$ cat src/design/cfcp_pkg.sv
// ----------------------------------------------------------------------------
// cfcp_pkg
// Shared types, constants and the tag decode used by the class file constant
// pool parser.
// ----------------------------------------------------------------------------
package cfcp_pkg;

  localparam logic [31:0] CP_MAGIC = 32'hCAFEBABE;

  localparam logic [7:0] TAG_UTF8         = 8'd1;
  localparam logic [7:0] TAG_INTEGER      = 8'd3;
  localparam logic [7:0] TAG_FLOAT        = 8'd4;
  localparam logic [7:0] TAG_LONG         = 8'd5;
  localparam logic [7:0] TAG_DOUBLE       = 8'd6;
  localparam logic [7:0] TAG_CLASS        = 8'd7;
  localparam logic [7:0] TAG_STRING       = 8'd8;
  localparam logic [7:0] TAG_FIELDREF     = 8'd9;
  localparam logic [7:0] TAG_METHODREF    = 8'd10;
  localparam logic [7:0] TAG_IFACEREF     = 8'd11;
  localparam logic [7:0] TAG_NAMETYPE     = 8'd12;
  localparam logic [7:0] TAG_METHODHANDLE = 8'd15;
  localparam logic [7:0] TAG_METHODTYPE   = 8'd16;
  localparam logic [7:0] TAG_INVOKEDYN    = 8'd18;

  typedef enum logic [2:0] {
    KIND_HEADER    = 3'd0,
    KIND_ENTRY     = 3'd1,
    KIND_UTF8_BYTE = 3'd2,
    KIND_BAD_MAGIC = 3'd3,
    KIND_BAD_TAG   = 3'd4
  } kind_e;

  typedef enum logic [9:0] {
    PH_MAGIC  = 10'b00_0000_0001,
    PH_MINOR  = 10'b00_0000_0010,
    PH_MAJOR  = 10'b00_0000_0100,
    PH_COUNT  = 10'b00_0000_1000,
    PH_TAG    = 10'b00_0001_0000,
    PH_FIELD  = 10'b00_0010_0000,
    PH_ULEN   = 10'b00_0100_0000,
    PH_UBYTES = 10'b00_1000_0000,
    PH_DONE   = 10'b01_0000_0000,
    PH_HALT   = 10'b10_0000_0000
  } phase_e;

  typedef struct packed {
    kind_e       kind;
    logic [7:0]  entry_tag;
    logic [31:0] first_value;
    logic [31:0] second_value;
    logic [15:0] entry_index;
    logic        last;
  } result_t;

  // bytes after the tag of a fixed-size entry, zero for an unknown tag
  function automatic logic [3:0] field_need(input logic [7:0] tag);
    logic [3:0] need;
    unique case (tag) inside
      TAG_CLASS, TAG_STRING, TAG_METHODTYPE: need = 4'd2;
      TAG_METHODHANDLE:                      need = 4'd3;
      TAG_FIELDREF, TAG_METHODREF, TAG_IFACEREF, TAG_NAMETYPE,
      TAG_INVOKEDYN, TAG_INTEGER, TAG_FLOAT: need = 4'd4;
      TAG_LONG, TAG_DOUBLE:                  need = 4'd8;
      default:                               need = 4'd0;
    endcase
    return need;
  endfunction

endpackage

$ cat src/design/cfcp_intf.sv
// ----------------------------------------------------------------------------
// cfcp byte and result channels
// Valid/ready channels carrying class file bytes in and parse results out.
// ----------------------------------------------------------------------------
interface cfcp_in_if;
  logic       valid;
  logic       ready;
  logic [7:0] byte_value;
  logic       start_of_file;

  modport source (output valid, output byte_value, output start_of_file, input ready);
  modport sink   (input valid, input byte_value, input start_of_file, output ready);
endinterface

interface cfcp_out_if;
  logic        valid;
  logic        ready;
  logic [2:0]  kind;
  logic [7:0]  entry_tag;
  logic [31:0] first_value;
  logic [31:0] second_value;
  logic [15:0] entry_index;
  logic        last;

  modport source (output valid, output kind, output entry_tag, output first_value,
                  output second_value, output entry_index, output last, input ready);
  modport sink   (input valid, input kind, input entry_tag, input first_value,
                  input second_value, input entry_index, input last, output ready);
endinterface

$ cat src/design/cfcp_core.sv
// ----------------------------------------------------------------------------
// cfcp_core
// Parser state registers and the per-byte decode that produces at most one
// result for each accepted byte.
// ----------------------------------------------------------------------------
module cfcp_core (
  input  logic              clk_i,
  input  logic              rst_ni,
  input  logic              take_i,
  input  logic [7:0]        byte_value_i,
  input  logic              start_of_file_i,
  output logic              res_valid_o,
  output cfcp_pkg::result_t res_o
);
  import cfcp_pkg::*;

  phase_e      phase_q, phase_d;
  logic [2:0]  byte_count_q, byte_count_d;
  logic [63:0] field_shift_q, field_shift_d;
  logic [15:0] slots_left_q, slots_left_d;
  logic [15:0] pool_index_q, pool_index_d;
  logic [7:0]  current_tag_q, current_tag_d;
  logic [15:0] string_left_q, string_left_d;
  logic [31:0] version_hold_q, version_hold_d;

  always_comb begin
    phase_e      ph;
    logic [2:0]  bc;
    logic [63:0] fs;
    logic [15:0] sl;
    logic [15:0] pi;
    logic [7:0]  tg;
    logic [15:0] strl;
    logic [31:0] vh;
    logic [63:0] sh;
    logic [15:0] w16;
    logic [3:0]  need;
    logic [15:0] take;
    logic        do_finish;
    logic        fin_final;

    // a start marker puts everything back to reset before the byte is used
    if (start_of_file_i) begin
      ph   = PH_MAGIC;
      bc   = '0;
      fs   = '0;
      sl   = '0;
      pi   = 16'd1;
      tg   = '0;
      strl = '0;
      vh   = '0;
    end else begin
      ph   = phase_q;
      bc   = byte_count_q;
      fs   = field_shift_q;
      sl   = slots_left_q;
      pi   = pool_index_q;
      tg   = current_tag_q;
      strl = string_left_q;
      vh   = version_hold_q;
    end

    phase_d        = ph;
    byte_count_d   = bc;
    field_shift_d  = fs;
    slots_left_d   = sl;
    pool_index_d   = pi;
    current_tag_d  = tg;
    string_left_d  = strl;
    version_hold_d = vh;

    sh        = {fs[55:0], byte_value_i};
    w16       = {fs[7:0], byte_value_i};
    need      = field_need(tg);
    take      = 16'd1;
    do_finish = 1'b0;

    res_valid_o        = 1'b0;
    res_o.kind         = KIND_HEADER;
    res_o.entry_tag    = '0;
    res_o.first_value  = '0;
    res_o.second_value = '0;
    res_o.entry_index  = '0;
    res_o.last         = 1'b0;

    unique case (ph)
      PH_MAGIC: begin
        field_shift_d = {32'd0, sh[31:0]};
        if (bc < 3'd3) begin
          byte_count_d = bc + 3'd1;
        end else begin
          byte_count_d = '0;
          if (sh[31:0] != CP_MAGIC) begin
            res_valid_o       = 1'b1;
            res_o.kind        = KIND_BAD_MAGIC;
            res_o.first_value = sh[31:0];
            phase_d           = PH_HALT;
          end else begin
            field_shift_d = '0;
            phase_d       = PH_MINOR;
          end
        end
      end
      PH_MINOR, PH_MAJOR, PH_COUNT: begin
        field_shift_d = {48'd0, w16};
        if (bc < 3'd1) begin
          byte_count_d = bc + 3'd1;
        end else begin
          byte_count_d  = '0;
          field_shift_d = '0;
          if (ph == PH_MINOR) begin
            version_hold_d = {16'd0, w16};
            phase_d        = PH_MAJOR;
          end else if (ph == PH_MAJOR) begin
            version_hold_d = {w16, vh[15:0]};
            phase_d        = PH_COUNT;
          end else begin
            slots_left_d       = (w16 != 16'd0) ? w16 - 16'd1 : 16'd0;
            pool_index_d       = 16'd1;
            res_valid_o        = 1'b1;
            res_o.kind         = KIND_HEADER;
            res_o.first_value  = {16'd0, vh[31:16]};
            res_o.second_value = {16'd0, vh[15:0]};
            res_o.entry_index  = w16;
            res_o.last         = (w16 <= 16'd1);
            phase_d            = (w16 > 16'd1) ? PH_TAG : PH_DONE;
          end
        end
      end
      PH_TAG: begin
        current_tag_d = byte_value_i;
        byte_count_d  = '0;
        field_shift_d = '0;
        if (byte_value_i == TAG_UTF8) begin
          phase_d = PH_ULEN;
        end else if (field_need(byte_value_i) == 4'd0) begin
          res_valid_o       = 1'b1;
          res_o.kind        = KIND_BAD_TAG;
          res_o.entry_tag   = byte_value_i;
          res_o.entry_index = pi;
          phase_d           = PH_HALT;
        end else begin
          phase_d = PH_FIELD;
        end
      end
      PH_FIELD: begin
        field_shift_d = sh;
        if (need == 4'd0 || ({1'b0, bc} + 4'd1) < need) begin
          byte_count_d = bc + 3'd1;
        end else begin
          res_valid_o       = 1'b1;
          res_o.kind        = KIND_ENTRY;
          res_o.entry_tag   = tg;
          res_o.entry_index = pi;
          if (need == 4'd2) begin
            res_o.first_value = {16'd0, sh[15:0]};
          end else if (need == 4'd3) begin
            res_o.first_value  = {24'd0, sh[23:16]};
            res_o.second_value = {16'd0, sh[15:0]};
          end else if (need == 4'd8) begin
            res_o.first_value  = sh[63:32];
            res_o.second_value = sh[31:0];
            take               = 16'd2;
          end else if (tg == TAG_INTEGER || tg == TAG_FLOAT) begin
            res_o.first_value = sh[31:0];
          end else begin
            res_o.first_value  = {16'd0, sh[31:16]};
            res_o.second_value = {16'd0, sh[15:0]};
          end
          res_o.last = (sl <= take);
          do_finish  = 1'b1;
        end
      end
      PH_ULEN: begin
        field_shift_d = {48'd0, w16};
        if (bc < 3'd1) begin
          byte_count_d = bc + 3'd1;
        end else begin
          byte_count_d      = '0;
          field_shift_d     = '0;
          string_left_d     = w16;
          res_valid_o       = 1'b1;
          res_o.kind        = KIND_ENTRY;
          res_o.entry_tag   = TAG_UTF8;
          res_o.first_value = {16'd0, w16};
          res_o.entry_index = pi;
          res_o.last        = (sl <= 16'd1);
          if (w16 == 16'd0) begin
            do_finish = 1'b1;
          end else begin
            phase_d = PH_UBYTES;
          end
        end
      end
      PH_UBYTES: begin
        string_left_d     = strl - 16'd1;
        res_valid_o       = 1'b1;
        res_o.kind        = KIND_UTF8_BYTE;
        res_o.entry_tag   = TAG_UTF8;
        res_o.first_value = {24'd0, byte_value_i};
        res_o.entry_index = pi;
        res_o.last        = (strl == 16'd1);
        do_finish         = (strl == 16'd1);
      end
      default: begin
      end
    endcase

    // close the entry: slot count saturates at zero on the final one
    fin_final = (sl <= take);
    if (do_finish) begin
      slots_left_d  = fin_final ? 16'd0 : sl - take;
      pool_index_d  = pi + take;
      phase_d       = fin_final ? PH_DONE : PH_TAG;
      byte_count_d  = '0;
      field_shift_d = '0;
    end
  end

  always_ff @(posedge clk_i or negedge rst_ni) begin
    if (!rst_ni) begin
      phase_q        <= PH_MAGIC;
      byte_count_q   <= '0;
      field_shift_q  <= '0;
      slots_left_q   <= '0;
      pool_index_q   <= 16'd1;
      current_tag_q  <= '0;
      string_left_q  <= '0;
      version_hold_q <= '0;
    end else if (take_i) begin
      phase_q        <= phase_d;
      byte_count_q   <= byte_count_d;
      field_shift_q  <= field_shift_d;
      slots_left_q   <= slots_left_d;
      pool_index_q   <= pool_index_d;
      current_tag_q  <= current_tag_d;
      string_left_q  <= string_left_d;
      version_hold_q <= version_hold_d;
    end
  end

  a_start_restarts: assert property (@(posedge clk_i) disable iff (!rst_ni)
    take_i && start_of_file_i |=> phase_q == PH_MAGIC && byte_count_q == 3'd1)
    else $error("start marker did not restart magic check");

  a_halt_silent: assert property (@(posedge clk_i) disable iff (!rst_ni)
    (phase_q == PH_HALT || phase_q == PH_DONE) && !start_of_file_i |-> !res_valid_o)
    else $error("result produced while halted or finished");

  a_header_from_count: assert property (@(posedge clk_i) disable iff (!rst_ni)
    res_valid_o && res_o.kind == KIND_HEADER |-> phase_q == PH_COUNT)
    else $error("header result outside pool count phase");

  a_slots_live: assert property (@(posedge clk_i) disable iff (!rst_ni)
    phase_q == PH_TAG || phase_q == PH_FIELD || phase_q == PH_ULEN ||
    phase_q == PH_UBYTES |-> slots_left_q != 16'd0)
    else $error("entry in progress with no slots left");

endmodule

$ cat src/design/cfcp_out_reg.sv
// ----------------------------------------------------------------------------
// cfcp_out_reg
// Result register between the decode and the output channel; it frees up in
// the same cycle that the held result is taken.
// ----------------------------------------------------------------------------
module cfcp_out_reg (
  input  logic              clk_i,
  input  logic              rst_ni,
  input  logic              take_i,
  input  logic              res_valid_i,
  input  cfcp_pkg::result_t res_i,
  input  logic              out_ready_i,
  output logic              space_o,
  output logic              out_valid_o,
  output cfcp_pkg::result_t out_res_o
);
  import cfcp_pkg::*;

  logic    valid_q;
  result_t res_q;

  assign space_o     = !valid_q || out_ready_i;
  assign out_valid_o = valid_q;
  assign out_res_o   = res_q;

  always_ff @(posedge clk_i or negedge rst_ni) begin
    if (!rst_ni) begin
      valid_q <= 1'b0;
    end else if (take_i) begin
      valid_q <= res_valid_i;
    end else if (out_ready_i) begin
      valid_q <= 1'b0;
    end
  end

  always_ff @(posedge clk_i) begin
    if (take_i && res_valid_i) begin
      res_q <= res_i;
    end
  end

  a_take_needs_space: assert property (@(posedge clk_i) disable iff (!rst_ni)
    take_i |-> !valid_q || out_ready_i)
    else $error("byte taken while result register blocked");

  a_new_result_loaded: assert property (@(posedge clk_i) disable iff (!rst_ni)
    take_i && res_valid_i |=> valid_q && res_q == $past(res_i))
    else $error("result not captured");

  a_no_result_clears: assert property (@(posedge clk_i) disable iff (!rst_ni)
    take_i && !res_valid_i |=> !valid_q)
    else $error("stale result left after silent byte");

endmodule

$ cat src/design/class_file_constant_pool_parser.sv
// ----------------------------------------------------------------------------
// class_file_constant_pool_parser
// Parses a class file header and constant pool one byte per request and
// emits a header result, one result per pool entry and one per utf8 byte,
// or an error result for a bad magic or an unknown tag.
//   channel  dir  request contents
//   byte_i   in   byte_value, start_of_file
//   res_o    out  kind, entry_tag, first_value, second_value, entry_index, last
//
// One byte is taken per cycle while the result register has space; its result,
// if any, shows on res_o the following cycle from the result register.
// A byte is taken whenever the result register is empty or being drained,
// so a stalled output holds back the input only while a result waits.
// Reset is asynchronous and active low; no clearing pass is needed.
// ----------------------------------------------------------------------------
module class_file_constant_pool_parser (
  input  logic       clk_i,
  input  logic       rst_ni,
  cfcp_in_if.sink    byte_i,
  cfcp_out_if.source res_o
);
  import cfcp_pkg::*;

  logic    take;
  logic    space;
  logic    res_valid;
  result_t res;
  result_t out_res;

  assign byte_i.ready = space;
  assign take         = byte_i.valid && space;

  cfcp_core u_core (
    .clk_i           (clk_i),
    .rst_ni          (rst_ni),
    .take_i          (take),
    .byte_value_i    (byte_i.byte_value),
    .start_of_file_i (byte_i.start_of_file),
    .res_valid_o     (res_valid),
    .res_o           (res)
  );

  cfcp_out_reg u_out_reg (
    .clk_i       (clk_i),
    .rst_ni      (rst_ni),
    .take_i      (take),
    .res_valid_i (res_valid),
    .res_i       (res),
    .out_ready_i (res_o.ready),
    .space_o     (space),
    .out_valid_o (res_o.valid),
    .out_res_o   (out_res)
  );

  assign res_o.kind         = out_res.kind;
  assign res_o.entry_tag    = out_res.entry_tag;
  assign res_o.first_value  = out_res.first_value;
  assign res_o.second_value = out_res.second_value;
  assign res_o.entry_index  = out_res.entry_index;
  assign res_o.last         = out_res.last;

endmodule
$ cat src/flat_wrapper.sv
// flat-port wrapper written by rule: the top's interface ports become plain ports
module class_file_constant_pool_parser_flat import cfcp_pkg::*;
  (clk_i, rst_ni, byte_i_valid, byte_i_byte_value, byte_i_start_of_file, byte_i_ready, res_o_valid, res_o_kind, res_o_entry_tag, res_o_first_value, res_o_second_value, res_o_entry_index, res_o_last, res_o_ready);
  cfcp_in_if byte_i_i ();
  cfcp_out_if res_o_i ();
  input  logic clk_i;
  input  logic rst_ni;
  input wire logic [$bits(byte_i_i.valid)-1:0] byte_i_valid;
  input wire logic [$bits(byte_i_i.byte_value)-1:0] byte_i_byte_value;
  input wire logic [$bits(byte_i_i.start_of_file)-1:0] byte_i_start_of_file;
  output wire logic [$bits(byte_i_i.ready)-1:0] byte_i_ready;
  output wire logic [$bits(res_o_i.valid)-1:0] res_o_valid;
  output wire logic [$bits(res_o_i.kind)-1:0] res_o_kind;
  output wire logic [$bits(res_o_i.entry_tag)-1:0] res_o_entry_tag;
  output wire logic [$bits(res_o_i.first_value)-1:0] res_o_first_value;
  output wire logic [$bits(res_o_i.second_value)-1:0] res_o_second_value;
  output wire logic [$bits(res_o_i.entry_index)-1:0] res_o_entry_index;
  output wire logic [$bits(res_o_i.last)-1:0] res_o_last;
  input wire logic [$bits(res_o_i.ready)-1:0] res_o_ready;
  assign byte_i_i.valid = byte_i_valid;
  assign byte_i_i.byte_value = byte_i_byte_value;
  assign byte_i_i.start_of_file = byte_i_start_of_file;
  assign byte_i_ready = byte_i_i.ready;
  assign res_o_valid = res_o_i.valid;
  assign res_o_kind = res_o_i.kind;
  assign res_o_entry_tag = res_o_i.entry_tag;
  assign res_o_first_value = res_o_i.first_value;
  assign res_o_second_value = res_o_i.second_value;
  assign res_o_entry_index = res_o_i.entry_index;
  assign res_o_last = res_o_i.last;
  assign res_o_i.ready = res_o_ready;
  class_file_constant_pool_parser u_core (.clk_i(clk_i), .rst_ni(rst_ni), .byte_i(byte_i_i), .res_o(res_o_i));
endmodule
$ cat config.mk
export PLATFORM = sky130hd
export DESIGN_NAME = class_file_constant_pool_parser_flat
export DESIGN_NICKNAME = d
export VERILOG_FILES = /design/src/design/cfcp_pkg.sv /design/src/design/cfcp_intf.sv /design/src/design/cfcp_core.sv /design/src/design/cfcp_out_reg.sv /design/src/design/class_file_constant_pool_parser.sv /design/src/flat_wrapper.sv
export SDC_FILE = /design/constraint.sdc
export NUM_CORES = 1
export LEC_CHECK = 0
export ABC_AREA = 1
export BUFFER_PORTS_ARGS = -buffer_cell sky130_fd_sc_hd__clkbuf_2
export CORE_MARGIN = 8
export CORE_UTILIZATION = 55
export CTS_BUF_LIST = sky130_fd_sc_hd__clkbuf_16
export CTS_CLUSTER_DIAMETER = 50
export DETAILED_ROUTE_END_ITERATION = 8
export PLACE_DENSITY_LB_ADDON = 0.12
export SLEW_MARGIN = 10
export SYNTH_ARGS = -nofsm -noshare
export SYNTH_HDL_FRONTEND = slang
export SYNTH_SLANG_ARGS = --single-unit
$ cat constraint.sdc
create_clock -name clk_i -period 10.3 [get_ports clk_i]
set_input_delay 1.545 -clock clk_i [delete_from_list [all_inputs] [get_ports clk_i]]
set_output_delay 1.545 -clock clk_i [all_outputs]
set_load 0.05 [all_outputs]
==> flow_summary.toml <==
[die]
die_y_um = 184
die_area_um2 = 34000
initial_core_util_pct = 56.0
die_width_um = 184
row_count = 61
io_pins = 107
core-area_um2 = 27900

[power_and_ir_drop]
p_leak_nw = 7.80
ir_drop_mv = 0.173
power.density_nw_per_um2 = 195

[setup_path]
r2r-start = "u_core.u_core.current_tag_q[2]"
slowest_stage = "inv_6"
cp-end-kind = "register"
crit_type = "in -> reg"
crit_start = "byte_i_start_of_file"
cpMostUsedCell = "nand2_1"
cp_max_fo = 74
r2r_cells = 23
critPathMaxStageDelay_ps = 550
crit_required_ps = 10750
critPathArrivalTime_ps = 6790
critPathLaunchType = "primary input"

[routing]
vias = 15565
wl_per_cell_um = 20.9
routed_wl_um = 52700
ant_nets = 0
dr.first_iter.drc_count = 2122
viasPerCell = 6.17
drc = 0
drt_pre_antenna_iters = 6

[layout]
fill_cells = 2483
drive_above_1_share_pct = 10.6
regArea_um2 = 6720
synthToLayoutAreaGrowth_pct = 9.95
nNetsFinal = 2150
multi_input_area_um2 = 7570
post-route-util_pct = 61.6

[yosys]
synth_fa_ha_area_share_pct = 1.62
synth_top_area_share_pct = 25.0
ys_types = 53
synthTopCellsByArea = "dfrtp_1 25%, edfxtp_1 18%, nand2_1 14%"
ys_ff_latch = 250
netlist_area_um2 = 15600
synth_xor_area_share_pct = 2.13
synth-compound-area-share_pct = 16.6
synth_nets = 2113
synthMuxAreaShare_pct = 0
synth_top_family_by_area = "simple AND/OR/NAND/NOR gates"
syn_inst = 2081
yosysWarnings = 0
synth-simple-area-share_pct = 28.1
synth_edf_count = 92
synth_top_area_cell = "dfrtp_1"
syn_area_per_cell_um2 = 7.50
synth-async-reset-ratio_pct = 63.2
synthFlopType = "dfrtp_1"
yosysSeqAreaShare_pct = 43.0

[cts]
clockBufferDepth = 3
cts_tree = "built"
hold_buffers = 0
clkTransAtPathRegs_ps = 60
insertion_delay_ps = 580
cts_sinks = 250
tritoncts.num_buffers = 31
ctsResizeCount = 0
postCtsSetupBuffers = 0
htreeDepth = 1
cts-root-buf = "clkbuf_16"

[sta]
grt_setup_unrepaired = "false"
maxSlewViolCount = 0
period_share_pct = 61.5
setup_viol_count_final = 0
skew_ps = 24.7
hold_violations = 0
period_needed_ps = 6340
finalSetupTns_ps = 0
timing.fmax_mhz = 158
tightest_slew_ps = 1040
fin_ws_ps = 3960
maxSlewHeadroom_pct = 30.3

[global_route]
grt_pass1_wl_um = 81300
grt_pass1_vias = 14032
antenna_found_initial = 0
gr-usage-all-layers_pct = 30.5
overflow = 0
grt_max_degree = 93

[run]
cap_viol_max_count = 0

[outcome]
status = "finished, final reports clean"

[place]
io_buffer_count = 106
pre_cts_ws_ps = 3500
gp_congestion = 0.962
place_hpwl_um = 36000

[worst_hold_path]
hold_class = "reg -> reg"
hold_depth = 2
hp-start = "u_core.u_core.phase_q[0]"
==> worst max-delay path: cells and delay by family <==
| family | cells | cell delay [ps] |
|---|---|---|
| xor+xnor | 1 | 160 |
| simple gates | 14 | 1850 |
| compound gates | 2 | 550 |
| fa+ha+maj | 3 | 1090 |
| buf+inv | 6 | 1430 |
==> flip-flops by register name, indices dropped and copies added (netlist names) <==
signal and cells:
u_core.u_core.slots_left_q 16, u_core.u_core.string_left_q 16, u_core.u_core.field_shift_q 56, u_core.u_core.phase_q 10, u_core.u_core.pool_index_q 16, u_core.u_out_reg.out_res_o 92, u_core.u_out_reg.out_valid_o 1, u_core.u_core.version_hold_q 32
u_core.u_core.current_tag_q 8, u_core.u_core.byte_count_q 3
==> area by class of cell <==
type                            count  area share [%]
Multi-Input combinational cell   1517            44.1
Sequential cell                   250            39.1
Clock buffer                       31            4.52
Inverter                          199            4.40
Timing Repair Buffer              119            3.70
Tap cell                          378            2.76
Clock inverter                     27            1.38
Antenna cell                        1          0.0146
==> through the flow <==
step	hold WS (ps)	cell area [um2]	std cells	total power, mW
finish	474	17200	2522	3.35
global route	504	17200	2521	3.51
CTS	471	17200	2521	3.33
detailed placement	461	16200	2463	2.26
global placement	457	16200	2463	2.24
floorplan	448	15600	2081	1.99
==> path summary, 6_finish.rpt <==
path                                                         to  slack [ps]
worst max register to register   u_core.u_core.pool_index_q[14]        5720
worst max-delay path             u_core.u_core.pool_index_q[14]        3960
min in group asynchronous       u_core.u_core.field_shift_q[54]        1090
worst min register to register         u_core.u_core.phase_q[0]         470
max in group asynchronous        u_core.u_core.pool_index_q[15]        7690
worst min-delay path                   u_core.u_core.phase_q[0]         470
==> layer usage <==
layer  track usage, %  part of all wire [%]  up-vias  routed length [um]
met5                0                     0        -                   0
met4             12.5                   4.5        0                2390
met3             6.24                    12      167                6300
met2             43.9                    42      963               21900
met1             44.1                    42     7301               22100
li1                 -                     -     7134                   -
==> placed cells by master, fill, tap and decap left out, types with 23 or more instances in the layout <==
cell type	count
inv_1	188
nor3_1	23
nand2_1	600
edfxtp_1	92
dfrtp_1	156
xor2_1	34
nor2_1	179
o21ai_0	170
o22ai_1	80
o21ai_1	50
clkbuf_16	31
o211ai_1	26
nand4_1	39
nand3_1	130
clkbuf_2	105
a21oi_1	37
==> report_power, final <==
part	switching (mW)	internal, mW
clock network	0.463	0.610
registers	0.0685	1.16
logic	0.785	0.265
==> cell usage after synthesis, types with 11 or more instances <==
cell      instances
o221ai_1         14
o21ai_1          50
nand2_2          12
a21oi_1          37
nand3_1         130
nor2_1          179
inv_1           188
clkbuf_1         46
o211ai_1         26
nand4_1          39
ha_1             17
dfrtp_1         156
a22oi_1          17
buf_2            45
o22ai_1          80
o21ai_0         170
nor3_1           23
xor2_1           34
edfxtp_1         92
a31oi_1          13
nand2_1         601
buf_1            11
==> kinds of logic after synthesis <==
logic type,Yosys count
simple gates,1021
compound gates,439
buf+inv,314
flops,250
xor+xnor,38
fa+ha+maj,19
Note: power is estimated with default switching activity, not from simulation.
